File: src/rtl/qrm_pkg.sv
// Shared types and constants for the quaternion to rotation matrix pipeline.
`default_nettype none
package qrm_pkg;

  // Q2.14 one
  localparam int unsigned QOne      = 16384;
  // matrix entries per item
  localparam int unsigned NumEnt    = 9;
  // width of the squared magnitude and the threshold
  localparam int unsigned NormW     = 33;
  // quotient bits: floor(|num| * 2^15 / n), at most 2^15
  localparam int unsigned QuoW      = 16;
  // restoring steps after the first compare
  localparam int unsigned DivSteps  = QuoW - 1;

  // Divider lane state carried down the pipeline
  typedef struct packed {
    logic [NormW-1:0]                n;
    logic [NumEnt-1:0]               neg;
    logic [NumEnt-1:0][NormW-1:0]    rem;
    logic [NumEnt-1:0][QuoW-1:0]     quo;
    logic                            degen;
  } qrm_div_t;

endpackage
`default_nettype wire

File: src/rtl/qrm_div_step.sv
// One restoring division step for all nine lanes, registered.
`default_nettype none
module qrm_div_step (
  input  wire logic              clk,
  input  wire logic              rst,
  input  wire logic              in_valid,
  output logic                   in_ready,
  input  wire qrm_pkg::qrm_div_t in_data,
  output logic                   out_valid,
  input  wire logic              out_ready,
  output qrm_pkg::qrm_div_t      out_data
);

  qrm_pkg::qrm_div_t data_next;
  logic [qrm_pkg::NormW:0] trial;

  assign in_ready = !out_valid || out_ready;

  // shift remainder, compare with n, subtract when it fits
  always_comb begin
    data_next = in_data;
    trial     = '0;
    for (int i = 0; i < qrm_pkg::NumEnt; i++) begin
      trial = {in_data.rem[i], 1'b0};
      if (trial >= {1'b0, in_data.n}) begin
        data_next.rem[i] = qrm_pkg::NormW'(trial - {1'b0, in_data.n});
        data_next.quo[i] = {in_data.quo[i][qrm_pkg::QuoW-2:0], 1'b1};
      end else begin
        data_next.rem[i] = trial[qrm_pkg::NormW-1:0];
        data_next.quo[i] = {in_data.quo[i][qrm_pkg::QuoW-2:0], 1'b0};
      end
    end
  end

  always_ff @(posedge clk) begin
    if (rst) begin
      out_valid <= 1'b0;
    end else if (in_ready) begin
      out_valid <= in_valid;
    end
    if (in_ready && in_valid) begin
      out_data <= data_next;
    end
  end

endmodule
`default_nettype wire

File: config.mk
export PLATFORM = sky130hd
export DESIGN_NAME = qrm_div_step
export DESIGN_NICKNAME = d
export VERILOG_FILES = /design/src/rtl/qrm_pkg.sv /design/src/rtl/qrm_div_step.sv
export SDC_FILE = /design/constraint.sdc
export NUM_CORES = 1
export LEC_CHECK = 0
export ABC_AREA = 1
export BUFFER_PORTS_ARGS = -buffer_cell sky130_fd_sc_hd__buf_2
export CAP_MARGIN = 25
export CORE_AREA = 2 2 376 378
export CTS_CLUSTER_SIZE = 16
export DETAILED_ROUTE_END_ITERATION = 8
export DIE_AREA = 0 0 378 380
export GPL_TIMING_DRIVEN = 0
export HOLD_SLACK_MARGIN = 0.15
export PLACE_DENSITY = 0.47
export SLEW_MARGIN = 25
export SYNTH_ARGS = -nofsm -noshare
export SYNTH_HDL_FRONTEND = slang
export SYNTH_SLANG_ARGS = --single-unit
File: constraint.sdc
create_clock -name clk -period 42.6 [get_ports clk]
set_clock_uncertainty 0.05 [all_clocks]
set_input_delay 0 -clock clk [delete_from_list [all_inputs] [get_ports clk]]
set_output_delay 0 -clock clk [all_outputs]
set_load 0.01 [all_outputs]
==> run metrics <==
Syn Inst Count=6409; HPWL after detailed placement=178000 µm; gpl congestion=0.964; first-pass GRT wire length=317000 µm; IO buf count=964; sequential area share after synthesis=0.344; Initial Util=0.304; gr usage total=0.303; worst r2r src=out_valid$_SDFFE_PP0N_; post-CTS setup buffers=0; post-DR wirelength/cell=21.5 µm; Worst-Margin Slew=991 ps; via count=48600; CP max stage cell=clkinv_1; Area Growth Syn to Fin=49.4%; Slew Limit Fails=0; worst vdd ir=0.0340 mV; Pre-antenna DRT Iters=8; R2R cell count=11; unrepaired setup endpoints after global routing=no; crit path launch=in_data[451]; antenna violations before repair=32; Crit path largest cell delay=990 ps; Via density=4.64; crit start category=input pin; pin count of the biggest net entering global routing=23; # fillers=14400; WL final=225000 µm; final count of hold timing violations=0; core area=139000 µm²; DIE WIDTH=378 µm; Worst Path Max Fanout=11; final worst path period share=0.134; layout cells sized above 1=0.153; Top FF cell, synth=edfxtp_1; Tmin final=5690 ps; Routed Antenna Nets=0; Top-Level Pins=974; hold buffers post-CTS=1047; placement row count=137; TritonCTS clock tree=built; grt ovf=0; Synth warnings=0; leading area contributor after synthesis=edfxtp_1; worst-skew pair later-pin latency=700 ps; CP cell instances=dlygate4sd3_1 -> buf_2 -> clkinv_1 -> clkbuf_2 -> clkbuf_4 -> buf_12 -> ha_1 -> nand3b_1 -> nor2_1 -> nand2_1 -> nand2_1 -> a21oi_4 -> buf_2 -> nand3_1 -> dlygate4sd3_1 -> nand2_1 -> dlygate4sd3_1; syn_nets=7203; clk sinks=485; DR iter-0 viols=3448; #FFs+latches synth=485; nets@finish=9323; top cell type's share of synthesized area=0.344; Sum Neg Setup Slack=0 ps; Req. time, crit path=43110 ps; Post-CTS Resized=0; Async SR Flop Fraction=0; Clk pin slew, worst setup/hold paths=70 ps; leakage=33.6 nW; Crit. End Element=register; hold path start=in_data[411]; vias in the first global route=47800; Final Util=0.454; Final WS setup=36910 ps; Num CTS Buffers=59; cell area power density=29.1 nW/µm²; H-tree levels=2; Clock Tree Buf Depth=3; Fmax=0.176 GHz; CTS root buf=clkbuf_16; syn avg cell area=6.60 µm²; Hold Worst Slack=194 ps; DRC violations left=0; max_cap viols=0; Cell variety after synth=40; status=finished clean; die area=144000 µm²; Power Total=1.84 mW; Hold Path Stages=4; final setup vio count=0; Die Height=380 µm; Synth area leaders=edfxtp_1 34%, nand2_1 26%, inv_1 11%, ha_1 8.8%, nand3_1 4.3%; slew margin rel.=0.338; pre-CTS setup slack=37600 ps; worst hold-check path type=in2reg; area of the mapped netlist=42300 µm²; Post-synth EDFFs=484; Crit path arrival time=6200 ps; CP Class=in2reg
==> sequential cells by signal, indices dropped and copies added, names as in the netlist <==
name	cells
out_data	484
out_valid	1
==> cell usage after synthesis, types with 19 or more instances <==
cell type / instances
xor2_1: 126
and2_1: 63
inv_1: 1227
or2_2: 22
nand4_1: 27
nand3_2: 19
buf_6: 32
buf_2: 19
a21oi_1: 182
nand2_1: 2894
ha_1: 297
edfxtp_1: 484
nor2_1: 381
nor3_1: 54
nor2_2: 27
nand3_1: 367
nand3b_1: 83
==> power by group <==
group | switching [mW] | internal, mW
registers | 0.0172 | 0.588
clock network | 0.233 | 0.298
logic | 0.426 | 0.277
==> stage by stage <==
step	std cells	instance area, µm²
after global placement	9249	49500
after floorplan	6409	42300
after detailed placement	9296	50700
after global routing	10500	63200
after CTS	10500	63100
final	10500	63200
==> routing by layer <==
metal | vias to the layer above | GRT usage | part of all wire
li1 | 24000 | - | -
met1 | 22600 | 0.372 | 0.42
met2 | 1581 | 0.509 | 0.46
met3 | 373 | 0.0439 | 0.060
met4 | 14 | 0.166 | 0.064
met5 | - | 0 | 0.00041
==> worst paths after layout <==
kind                                   to  slack (ps)
setup / recovery  out_data[348]$_DFFE_PP_       36910
hold / removal    out_data[412]$_DFFE_PP_         190
setup reg to reg  out_data[196]$_DFFE_PP_       39480
hold reg to reg   out_data[292]$_DFFE_PP_         970
==> logic make-up after synthesis <==
kind of cell | count (synthesis) | share of synthesized area
and+or+nand+nor | 3977 | 0.388
buffers and inverters | 1305 | 0.123
adders and majority gates | 306 | 0.0921
DFF | 485 | 0.344
xor gates and xnor gates | 129 | 0.0267
AOI/OAI and AO/OA | 207 | 0.0252
==> worst max-delay path: cells and delay by family <==
family | cells | cell delay, ps
buffers and inverters | 9 | 4990
and+or+nand+nor | 6 | 530
adders and majority gates | 1 | 230
AOI/OAI and AO/OA | 1 | 380
==> cell usage in the layout, fill, tap and decap left out, types with 38 or more instances in the layout <==
| cell type | count |
|---|---|
| a21oi_1 | 181 |
| and2_1 | 63 |
| buf_2 | 984 |
| clkbuf_16 | 59 |
| dlygate4sd3_1 | 1047 |
| edfxtp_1 | 484 |
| ha_1 | 297 |
| inv_1 | 1198 |
| inv_2 | 38 |
| nand2_1 | 2894 |
| nand3_1 | 367 |
| nand3b_1 | 83 |
| nor2_1 | 381 |
| nor3_1 | 54 |
| xor2_1 | 126 |
==> final cells by class <==
type	instances	area (µm²)	area share
Antenna cell	22	55.1	0.000871
Multi-Input combinational cell	4619	22500	0.357
Clock inverter	44	472	0.00746
Inverter	1239	4660	0.0737
Timing Repair Buffer	2059	16500	0.261
Buffer	66	573	0.00907
Clock buffer	65	1500	0.0237
Tap cell	1876	2350	0.0371
Sequential cell	485	14600	0.230
No activity file was read; power rests on OpenSTA's default activity.
